**config.mk**
```make
export PLATFORM = sky130hd
export DESIGN_NAME = waveform_oscillator_mixer
export DESIGN_NICKNAME = d
export VERILOG_FILES = /design/src/rtl/core/wom_pkg.sv /design/src/rtl/core/waveform_oscillator_mixer.sv /design/src/rtl/core/wom_front.sv /design/src/rtl/core/wom_queue.sv /design/src/rtl/core/wom_back.sv
export SDC_FILE = /design/constraint.sdc
export NUM_CORES = 2
export LEC_CHECK = 0
export BUFFER_PORTS_ARGS = -buffer_cell sky130_fd_sc_hd__buf_2
export CORE_MARGIN = 2
export CORE_UTILIZATION = 60
export CTS_CLUSTER_SIZE = 10
export DETAILED_ROUTE_END_ITERATION = 7
export PLACE_DENSITY = 0.79
export SYNTH_ARGS = -nofsm -noshare
export SYNTH_HDL_FRONTEND = slang
export SYNTH_HIERARCHICAL = 1
export SYNTH_SLANG_ARGS = --single-unit
```
**constraint.sdc**
```tcl
create_clock -name clk -period 6.4 [get_ports clk]
set_clock_uncertainty 0.1 [all_clocks]
set_input_delay 0.96 -clock clk [delete_from_list [all_inputs] [get_ports clk]]
set_output_delay 0.96 -clock clk [all_outputs]
set_load 0.005 [all_outputs]
```
**src/rtl/core/wom_pkg.sv**
```systemverilog
// Shared types, constants and the quarter-wave sine table for the tone voice.
`timescale 1ns / 1ps
package wom_pkg;

  // Register indexes on the configuration port
  localparam logic [1:0] REG_WAVE  = 2'd0;
  localparam logic [1:0] REG_STEP  = 2'd1;
  localparam logic [1:0] REG_GAIN  = 2'd2;
  localparam logic [1:0] REG_DEPTH = 2'd3;

  // Waveform codes
  localparam logic [1:0] WAVE_SINE   = 2'd0;
  localparam logic [1:0] WAVE_SQUARE = 2'd1;
  localparam logic [1:0] WAVE_SAW    = 2'd2;
  localparam logic [1:0] WAVE_TRI    = 2'd3;

  // Sample depth codes; the other codes pass the input through
  localparam logic [1:0] DEPTH_8  = 2'd0;
  localparam logic [1:0] DEPTH_16 = 2'd1;

  localparam int SAMPLE_W = 16;
  localparam int LEVEL_W  = 18;   // Q17 level, 1.0 = 131072
  localparam int GAIN_W   = 17;   // Q16 gain, 1.0 = 65536
  localparam int PHASE_W  = 32;
  localparam int PROD_W   = LEVEL_W + GAIN_W;

  localparam logic [LEVEL_W-1:0] LVL_HALF = LEVEL_W'(65536);
  localparam logic [LEVEL_W-1:0] LVL_FULL = LEVEL_W'(131072);

  // Quarter-wave table
  localparam int SINE_TABLE_BITS = 8;
  localparam int SINE_N          = 1 << SINE_TABLE_BITS;
  localparam int SINE_ENTRY_W    = 17;
  localparam longint unsigned HALF_PI_Q30 = 64'd1686629713;

  // Decoupling queue
  localparam int QUEUE_DEPTH = 4;
  localparam int QUEUE_AW    = $clog2(QUEUE_DEPTH);

  typedef logic [SINE_ENTRY_W-1:0] sine_rom_t [SINE_N];

  typedef struct packed {
    logic [SAMPLE_W-1:0] mix;
    logic [LEVEL_W-1:0]  level;
  } q_entry_t;

  typedef struct packed {
    logic full;
    logic empty;
  } q_stat_t;

  typedef struct packed {
    logic busy;
    logic out_load;
  } back_stat_t;

  // Series term divisors (2n)(2n+1)
  function automatic longint unsigned div_series(longint unsigned v, int n);
    longint unsigned r;
    case (n)
      1:       r = v / 6;
      2:       r = v / 20;
      3:       r = v / 42;
      4:       r = v / 72;
      5:       r = v / 110;
      6:       r = v / 156;
      7:       r = v / 210;
      default: r = v / 272;
    endcase
    return r;
  endfunction

  // sin(pi/2 * k / N) in Q16, truncated Taylor series in Q30
  function automatic logic [SINE_ENTRY_W-1:0] sine_entry(int unsigned k);
    longint unsigned x;
    longint unsigned x2;
    longint unsigned term;
    longint unsigned q;
    longint          s;
    x    = (HALF_PI_Q30 * longint'(k)) >> SINE_TABLE_BITS;
    x2   = (x * x) >> 30;
    term = x;
    s    = longint'(x);
    for (int n = 1; n <= 8; n++) begin
      term = div_series((term * x2) >> 30, n);
      if (n[0]) begin
        s = s - longint'(term);
      end else begin
        s = s + longint'(term);
      end
    end
    if (s < 0) begin
      s = 0;
    end
    q = (longint'(s) + 64'd8192) >> 14;
    if (q > 64'd65536) begin
      q = 64'd65536;
    end
    return SINE_ENTRY_W'(q);
  endfunction

  function automatic sine_rom_t build_rom();
    sine_rom_t rom;
    for (int k = 0; k < SINE_N; k++) begin
      rom[k] = sine_entry(k);
    end
    return rom;
  endfunction

  localparam sine_rom_t SINE_ROM = build_rom();
  // Entry N (quarter turn), kept out of the table
  localparam logic [SINE_ENTRY_W-1:0] SINE_TOP = sine_entry(SINE_N);

endpackage

```
**src/rtl/core/waveform_oscillator_mixer.sv**
```systemverilog
// Top level of the tone voice: config registers, front end, queue, back end.
`timescale 1ns / 1ps
// Tone voice mixed into a sample stream.
// Input channel (in_valid/in_ready/in_mix_in): one transaction per frame tick,
//   carrying the sample already in the mix buffer for that frame.
// Output channel (out_valid/out_ready/out_mix_out): one transaction per input
//   transaction, in order: mix_in plus the rounded voice sample, saturated at
//   255 (8-bit depth) or 65535 (16-bit depth); other depth codes pass mix_in.
// Config port (cfg_we/cfg_index/cfg_wdata): 0 wave kind, 1 phase step,
//   2 gain (Q16), 3 depth select. Write only while no transaction is pending.
// An accepted entry waits in the queue; the back end pops it when idle and
//   runs its sequence (gain multiply, full-scale scale and round, mix and
//   saturate) to out_valid, taking no new entry until the last is loaded out.
// The front end accepts a transaction per cycle into a 4-deep queue, so a
//   short burst is absorbed while a result waits on a stalled receiver; once
//   the queue is full, in_ready drops until the back end drains an entry.
// Reset (synchronous, rst_n low): phase 0, wave sine, step 0, gain 0,
//   16-bit depth, queue empty, no result pending.
module waveform_oscillator_mixer (
  input  logic                         clk,
  input  logic                         rst_n,
  input  logic                         in_valid,
  output logic                         in_ready,
  input  logic [wom_pkg::SAMPLE_W-1:0] in_mix_in,
  output logic                         out_valid,
  input  logic                         out_ready,
  output logic [wom_pkg::SAMPLE_W-1:0] out_mix_out,
  input  logic                         cfg_we,
  input  logic [1:0]                   cfg_index,
  input  logic [31:0]                  cfg_wdata
);

  logic [1:0]                    wave_r;
  logic [wom_pkg::PHASE_W-1:0]   step_r;
  logic [wom_pkg::GAIN_W-1:0]    gain_r;
  logic [1:0]                    depth_r;

  wom_pkg::q_stat_t    q_stat;
  wom_pkg::q_entry_t   push_data;
  wom_pkg::q_entry_t   pop_data;
  wom_pkg::back_stat_t bstat;
  logic                push;
  logic                pop;

  // config register file
  always_ff @(posedge clk) begin
    if (!rst_n) begin
      wave_r  <= wom_pkg::WAVE_SINE;
      step_r  <= '0;
      gain_r  <= '0;
      depth_r <= wom_pkg::DEPTH_16;
    end else if (cfg_we) begin
      unique case (cfg_index)
        wom_pkg::REG_WAVE:  wave_r  <= cfg_wdata[1:0];
        wom_pkg::REG_STEP:  step_r  <= cfg_wdata;
        wom_pkg::REG_GAIN:  gain_r  <= cfg_wdata[wom_pkg::GAIN_W-1:0];
        wom_pkg::REG_DEPTH: depth_r <= cfg_wdata[1:0];
        default: ;
      endcase
    end
  end

  // front: phase accumulator and waveform level
  wom_front u_front (
    .clk        (clk),
    .rst_n      (rst_n),
    .in_valid   (in_valid),
    .in_ready   (in_ready),
    .in_mix_in  (in_mix_in),
    .wave_kind  (wave_r),
    .phase_step (step_r),
    .q_stat     (q_stat),
    .push       (push),
    .push_data  (push_data)
  );

  wom_queue u_queue (
    .clk       (clk),
    .rst_n     (rst_n),
    .push      (push),
    .push_data (push_data),
    .pop       (pop),
    .pop_data  (pop_data),
    .q_stat    (q_stat)
  );

  // back: scaling and mixing, holds the output register
  wom_back u_back (
    .clk         (clk),
    .rst_n       (rst_n),
    .q_stat      (q_stat),
    .pop_data    (pop_data),
    .pop         (pop),
    .gain        (gain_r),
    .depth_sel   (depth_r),
    .out_valid   (out_valid),
    .out_ready   (out_ready),
    .out_mix_out (out_mix_out),
    .bstat       (bstat)
  );

  // 8-bit mode never shows a sample above its full scale
  a_sat_8: assert property (@(posedge clk) disable iff (!rst_n)
    (out_valid && depth_r == wom_pkg::DEPTH_8) |-> (out_mix_out <= 16'd255))
    else $error("8-bit result above full scale");

  // a new result only appears from the back end's final step
  a_out_src: assert property (@(posedge clk) disable iff (!rst_n)
    $rose(out_valid) |-> $past(bstat.out_load))
    else $error("out_valid rose without a back-end load");

  // every pop from the queue puts the back end to work
  a_pop_idle: assert property (@(posedge clk) disable iff (!rst_n)
    pop |=> bstat.busy)
    else $error("pop did not start back-end work");

  // reset leaves no result pending
  a_rst_out: assert property (@(posedge clk)
    !rst_n |=> !out_valid)
    else $error("result pending after reset");

endmodule

```
**src/rtl/core/wom_front.sv**
```systemverilog
// Front end: accepts frame ticks, forms the waveform level and steps the phase.
`timescale 1ns / 1ps
module wom_front (
  input  logic                             clk,
  input  logic                             rst_n,
  input  logic                             in_valid,
  output logic                             in_ready,
  input  logic [wom_pkg::SAMPLE_W-1:0]     in_mix_in,
  input  logic [1:0]                       wave_kind,
  input  logic [wom_pkg::PHASE_W-1:0]      phase_step,
  input  wom_pkg::q_stat_t                 q_stat,
  output logic                             push,
  output wom_pkg::q_entry_t                push_data
);

  localparam int TB = wom_pkg::SINE_TABLE_BITS;

  logic [wom_pkg::PHASE_W-1:0]      phase_acc_r;
  logic [wom_pkg::PHASE_W-1:0]      phase_acc_nxt;
  logic [TB+1:0]                    idx;
  logic [1:0]                       quad;
  logic [TB-1:0]                    ti;
  logic [TB-1:0]                    ti_neg;
  logic [wom_pkg::SINE_ENTRY_W-1:0] mag;
  logic [wom_pkg::LEVEL_W-1:0]      tri_u;
  logic [wom_pkg::LEVEL_W-1:0]      level;

  assign in_ready = !q_stat.full;
  assign push     = in_valid && in_ready;

  // level from the phase before this tick's advance
  always_comb begin
    idx    = phase_acc_r[wom_pkg::PHASE_W-1 -: TB+2];
    quad   = idx[TB+1:TB];
    ti     = idx[TB-1:0];
    ti_neg = ~ti + TB'(1);
    tri_u  = phase_acc_r[wom_pkg::PHASE_W-1:14];
    if (quad[0]) begin
      mag = (ti == '0) ? wom_pkg::SINE_TOP : wom_pkg::SINE_ROM[ti_neg];
    end else begin
      mag = wom_pkg::SINE_ROM[ti];
    end
    unique case (wave_kind)
      wom_pkg::WAVE_SINE: begin
        level = quad[1] ? (wom_pkg::LVL_HALF - {1'b0, mag})
                        : (wom_pkg::LVL_HALF + {1'b0, mag});
      end
      wom_pkg::WAVE_SQUARE: begin
        level = (phase_acc_r > 32'h8000_0000) ? wom_pkg::LVL_FULL : wom_pkg::LVL_HALF;
      end
      wom_pkg::WAVE_SAW: begin
        level = {1'b0, phase_acc_r[wom_pkg::PHASE_W-1:15]};
      end
      wom_pkg::WAVE_TRI: begin
        if (tri_u < wom_pkg::LEVEL_W'(65536)) begin
          level = wom_pkg::LVL_HALF + tri_u;
        end else if (tri_u < wom_pkg::LEVEL_W'(196608)) begin
          level = wom_pkg::LEVEL_W'(196608) - tri_u;
        end else begin
          level = tri_u - wom_pkg::LEVEL_W'(196608);
        end
      end
      default: level = wom_pkg::LVL_HALF;
    endcase
  end

  assign push_data.mix   = in_mix_in;
  assign push_data.level = level;

  assign phase_acc_nxt = push ? (phase_acc_r + phase_step) : phase_acc_r;

  always_ff @(posedge clk) begin
    if (!rst_n) begin
      phase_acc_r <= '0;
    end else begin
      phase_acc_r <= phase_acc_nxt;
    end
  end

endmodule

```
**src/rtl/core/wom_queue.sv**
```systemverilog
// Short queue between the front end and the scaling back end.
`timescale 1ns / 1ps
module wom_queue (
  input  logic              clk,
  input  logic              rst_n,
  input  logic              push,
  input  wom_pkg::q_entry_t push_data,
  input  logic              pop,
  output wom_pkg::q_entry_t pop_data,
  output wom_pkg::q_stat_t  q_stat
);

  localparam int AW = wom_pkg::QUEUE_AW;

  wom_pkg::q_entry_t slots_r [wom_pkg::QUEUE_DEPTH];
  logic [AW-1:0]     wr_ptr_r;
  logic [AW-1:0]     wr_ptr_nxt;
  logic [AW-1:0]     rd_ptr_r;
  logic [AW-1:0]     rd_ptr_nxt;
  logic [AW:0]       count_r;
  logic [AW:0]       count_nxt;

  assign q_stat.full  = (count_r == (AW+1)'(wom_pkg::QUEUE_DEPTH));
  assign q_stat.empty = (count_r == '0);
  assign pop_data     = slots_r[rd_ptr_r];

  always_comb begin
    wr_ptr_nxt = push ? (wr_ptr_r + AW'(1)) : wr_ptr_r;
    rd_ptr_nxt = pop  ? (rd_ptr_r + AW'(1)) : rd_ptr_r;
    count_nxt  = count_r;
    if (push && !pop) begin
      count_nxt = count_r + (AW+1)'(1);
    end else if (pop && !push) begin
      count_nxt = count_r - (AW+1)'(1);
    end
  end

  always_ff @(posedge clk) begin
    if (push) begin
      slots_r[wr_ptr_r] <= push_data;
    end
  end

  always_ff @(posedge clk) begin
    if (!rst_n) begin
      wr_ptr_r <= '0;
      rd_ptr_r <= '0;
      count_r  <= '0;
    end else begin
      wr_ptr_r <= wr_ptr_nxt;
      rd_ptr_r <= rd_ptr_nxt;
      count_r  <= count_nxt;
    end
  end

endmodule

```
**src/rtl/core/wom_back.sv**
```systemverilog
// Back end: gain multiply, full-scale scaling with rounding, mix and saturate.
`timescale 1ns / 1ps
module wom_back (
  input  logic                         clk,
  input  logic                         rst_n,
  input  wom_pkg::q_stat_t             q_stat,
  input  wom_pkg::q_entry_t            pop_data,
  output logic                         pop,
  input  logic [wom_pkg::GAIN_W-1:0]   gain,
  input  logic [1:0]                   depth_sel,
  output logic                         out_valid,
  input  logic                         out_ready,
  output logic [wom_pkg::SAMPLE_W-1:0] out_mix_out,
  output wom_pkg::back_stat_t          bstat
);

  localparam int SC_W    = 52;
  localparam int VOICE_W = SC_W - 33;
  localparam int SUM_W   = VOICE_W + 1;

  typedef enum logic [1:0] {
    ST_IDLE,
    ST_MUL,
    ST_SCL,
    ST_SUM
  } state_t;

  state_t                        state_r;
  state_t                        state_nxt;
  logic [wom_pkg::SAMPLE_W-1:0]  mix_r;
  logic [wom_pkg::LEVEL_W-1:0]   level_r;
  logic [wom_pkg::PROD_W-1:0]    prod_r;
  logic [VOICE_W-1:0]            voice_r;
  logic                          out_valid_r;
  logic                          out_valid_nxt;
  logic [wom_pkg::SAMPLE_W-1:0]  out_mix_r;
  logic [wom_pkg::SAMPLE_W-1:0]  out_mix_nxt;

  logic [SC_W-1:0]   p_ext;
  logic [SC_W-1:0]   scaled;
  logic              is_8;
  logic              pass;
  logic [SUM_W-1:0]  sum;
  logic [SUM_W-1:0]  fs;
  logic              out_load;

  assign is_8 = (depth_sel == wom_pkg::DEPTH_8);
  assign pass = (depth_sel != wom_pkg::DEPTH_8) && (depth_sel != wom_pkg::DEPTH_16);

  // prod * (2^8-1) or prod * (2^16-1), plus half an LSB of the result
  always_comb begin
    p_ext  = SC_W'(prod_r);
    scaled = is_8 ? ((p_ext << 8) - p_ext) : ((p_ext << 16) - p_ext);
    scaled = scaled + (SC_W'(1) << 32);
  end

  always_comb begin
    fs  = is_8 ? SUM_W'(255) : SUM_W'(65535);
    sum = SUM_W'(mix_r) + SUM_W'(voice_r);
    if (sum > fs) begin
      sum = fs;
    end
  end

  assign pop      = (state_r == ST_IDLE) && !q_stat.empty;
  assign out_load = (state_r == ST_SUM) && (!out_valid_r || out_ready);

  always_comb begin
    state_nxt     = state_r;
    out_valid_nxt = out_valid_r;
    out_mix_nxt   = out_mix_r;
    if (out_valid_r && out_ready) begin
      out_valid_nxt = 1'b0;
    end
    unique case (state_r)
      ST_IDLE: if (pop) state_nxt = ST_MUL;
      ST_MUL:  state_nxt = ST_SCL;
      ST_SCL:  state_nxt = ST_SUM;
      ST_SUM: begin
        if (out_load) begin
          out_valid_nxt = 1'b1;
          out_mix_nxt   = pass ? mix_r : sum[wom_pkg::SAMPLE_W-1:0];
          state_nxt     = ST_IDLE;
        end
      end
      default: state_nxt = ST_IDLE;
    endcase
  end

  always_ff @(posedge clk) begin
    if (!rst_n) begin
      state_r     <= ST_IDLE;
      out_valid_r <= 1'b0;
    end else begin
      state_r     <= state_nxt;
      out_valid_r <= out_valid_nxt;
    end
    out_mix_r <= out_mix_nxt;
    if (pop) begin
      mix_r   <= pop_data.mix;
      level_r <= pop_data.level;
    end
    if (state_r == ST_MUL) begin
      prod_r <= wom_pkg::PROD_W'(level_r) * wom_pkg::PROD_W'(gain);
    end
    if (state_r == ST_SCL) begin
      voice_r <= scaled[SC_W-1:33];
    end
  end

  assign out_valid      = out_valid_r;
  assign out_mix_out    = out_mix_r;
  assign bstat.busy     = (state_r != ST_IDLE);
  assign bstat.out_load = out_load;

endmodule
```
==> run_results.csv <==
group,metric,value,unit
outcome,status,"finished with violations",
outcome,violations,"setup timing",
clocking,root_buffer,"clkbuf_16",
logic_synthesis,syn_inst,4640,
cells_and_area,final_area,43800,sq um
clocking,numCtsBuffers,41,
clocking,clkTransAtPathRegs,0.06,ns
logic_synthesis,syn_avg_cell_area,8.53,sq um
floorplan,core-area,65500,sq um
min_path,min_path_cells,2,
worst_setup_path,reg2regPathDepth,25,
worst_setup_path,r2r_slack,-0.17,ns
timing,worst_slack,-0.167,ns
drt,drt_wl_total,154000,um
floorplan,die_h,261,um
min_path,min_from,"step_r[28]",
floorplan,die-width,261,um
clocking,ctsLongestPathBuffers,3,
drt,avgViaCountPerCell,6.88,
floorplan,start_util,0.604,
grt,grt_first_pass_wirelength,231000,um
min_path,min_to,"step_r[28]",
timing,timing.final.crit_period,6.57,ns
drt,num_vias,38741,
drt,antenna_left,0,
worst_setup_path,crit_path_end_kind,"flip-flop",
worst_setup_path,arrival,6.79,ns
clocking,tritoncts,"done",
worst_setup_path,path_max_fanout,5,
grt,first_global_vias,38377,
cells_and_area,area_growth,10.7,%
timing,final_hold_viol_count,0,
cells_and_area,nFillCells,5162,
timing,tightest_slew,1.29,ns
timing,setup_viol,3,
clocking,holdBufCountCts,0,
cells_and_area,final_layout_size_suffix_gt1_frac,0.145,
timing,drv_slew,0,
job,maxCapViolations,0,
placed_design,dp_hpwl,112000,um
power_and_ir_drop,leakagePower,18.2,nW
grt,grt-ovfl-total,0,
worst_setup_path,worstReg2RegEnd,"u_back/prod_r[33]",
logic_synthesis,synth_nets,5199,
grt,antenna_found_initial,6,
power_and_ir_drop,ir_worst_vdd,211,uV
worst_setup_path,worstSetupPathType,"flip-flop to flip-flop",
drt,dr.pass1.iters,7,
logic_synthesis,yosysWarnings,6,
timing,finalSetupTns,-0.257,ns
cells_and_area,fin_cells,5631,
placed_design,gp_congestion,1.09,
drt,drc,0,
timing,fin_crit_sh,1.03,
clocking,h-tree-depth,2,
cells_and_area,layout.nets,5295,
drt,routedWlPerCell,27.4,um
logic_synthesis,synth_area,39600,sq um
floorplan,rows,94,
placed_design,post_dp_cell_area,41700,sq um
clocking,insertion_delay,0.58,ns
cells_and_area,ff_latch_area,9180,sq um
worst_setup_path,critPathLaunchType,"flip-flop",
cells_and_area,multi_input_area,27700,sq um
cells_and_area,layout_common_cells,"579 x nand2_1, 376 x inv_1, 288 x buf_4, 263 x a21oi_1, 261 x nor2_1",
timing,max-slew-margin-rel,0.131,
clocking,cts.sinks,337,
min_path,hp-class,"flip-flop to flip-flop",
placed_design,dp.cells,5516,
grt,track_usage,0.447,
worst_setup_path,rr_startpoint,"u_back/level_r[7]",
timing,rsz0062_at_grt,"true",
placed_design,port_buffers,72,
floorplan,ioPinCount,73,
cells_and_area,layout_commonest_cell,"nand2_1",
grt,grt_max_degree,137,
power_and_ir_drop,p_per_area,321,nW/um^2
drt,drt_iter0_markers,4977,
floorplan,die_area,68000,sq um
timing,timing.fmax,152,MHz
worst_setup_path,critPathRequiredTime,6.62,ns
-- stage by stage --
step	setup WS [ns]	hold slack, ns	util	total power, mW
floorplan	-0.114	0.334	-	8.49
global placement	-0.339	0.349	0.636	11.0
detailed placement	-0.420	0.356	0.636	11.1
CTS	-0.119	0.363	0.663	13.6
global route	-0.321	0.383	0.669	14.8
finish	-0.167	0.363	0.669	14.1
-- power breakdown --
part	internal (mW)	switching [mW]
combinational	3.25	5.31
sequential	2.96	0.393
clock	1.22	0.940
-- repair_timing --
item                       4_1_cts  5_1_grt
resized for setup               84       73
pin swaps                       82       59
buffers inserted                22       19
setup endpoints to repair        9       12
gates cloned                     0        1
-- worst max-delay path, cell delays in order (launching register included) --
cell and delay [ns]:
edfxtp_1 0.36, buf_6 0.13, buf_6 0.12, nand2_2 0.07, fa_1 0.57, inv_2 0.05
fa_1 0.52, fa_1 0.58, fa_1 0.54, fa_1 0.59, inv_2 0.05, fa_1 0.49
inv_2 0.05, ha_4 0.26, buf_6 0.10, o21a_1 0.14, o21ba_4 0.16, and3_4 0.19
o21ai_2 0.08, nand4_1 0.10, o211ai_1 0.13, or3_4 0.42, a31oi_4 0.17, o21ai_2 0.07
nor2b_1 0.14, xnor2_1 0.13
-- state kept, by name, summed over array words and instances, names as in the netlist, named ones only --
name,cells
u_queue/wr_ptr_r,2
u_queue/rd_ptr_r,2
u_back/mix_r,16
u_queue/slots_r,136
u_back/state_r,2
u_front/phase_acc_r,32
step_r,32
u_queue/count_r,3
depth_r,2
u_back/out_valid,1
u_back/level_r,18
u_back/voice_r,19
u_back/prod_r,35
gain_r,17
u_back/out_mix_out,16
wave_r,2
-- area by class of cell --
| type | count | share of cell area |
|---|---|---|
| multi-input combinational | 3553 | 0.633 |
| clock buffer | 67 | 0.0261 |
| tap | 864 | 0.0247 |
| timing repair buffer | 403 | 0.0706 |
| sequential | 337 | 0.209 |
| antenna | 1 | 0.0000571 |
| inverter | 400 | 0.0343 |
| clock inverter | 6 | 0.00134 |
-- worst max path at each step --
stage	startpoint	to	slack (ns)	depth (start not counted)
floorplan	u_back/level_r[11]	u_back/prod_r[34]	-0.11	23
detailed placement	u_back/level_r[5]	u_back/prod_r[34]	-0.42	23
CTS	u_back/level_r[12]	u_back/prod_r[34]	-0.12	25
global placement	u_back/level_r[5]	u_back/prod_r[34]	-0.34	23
global route	u_back/level_r[7]	u_back/prod_r[33]	-0.32	25
finish	u_back/level_r[7]	u_back/prod_r[33]	-0.17	25
-- routing by layer --
metal	track usage	routed length [um]	part of all wire	vias to the layer above
met4	0.323	13500	0.088	10
met5	0	67	0.00043	-
met1	0.540	56200	0.36	18541
met2	0.704	69100	0.45	2608
met3	0.100	15600	0.10	788
li1	-	-	-	16794
(Power assumes the default switching activity.)
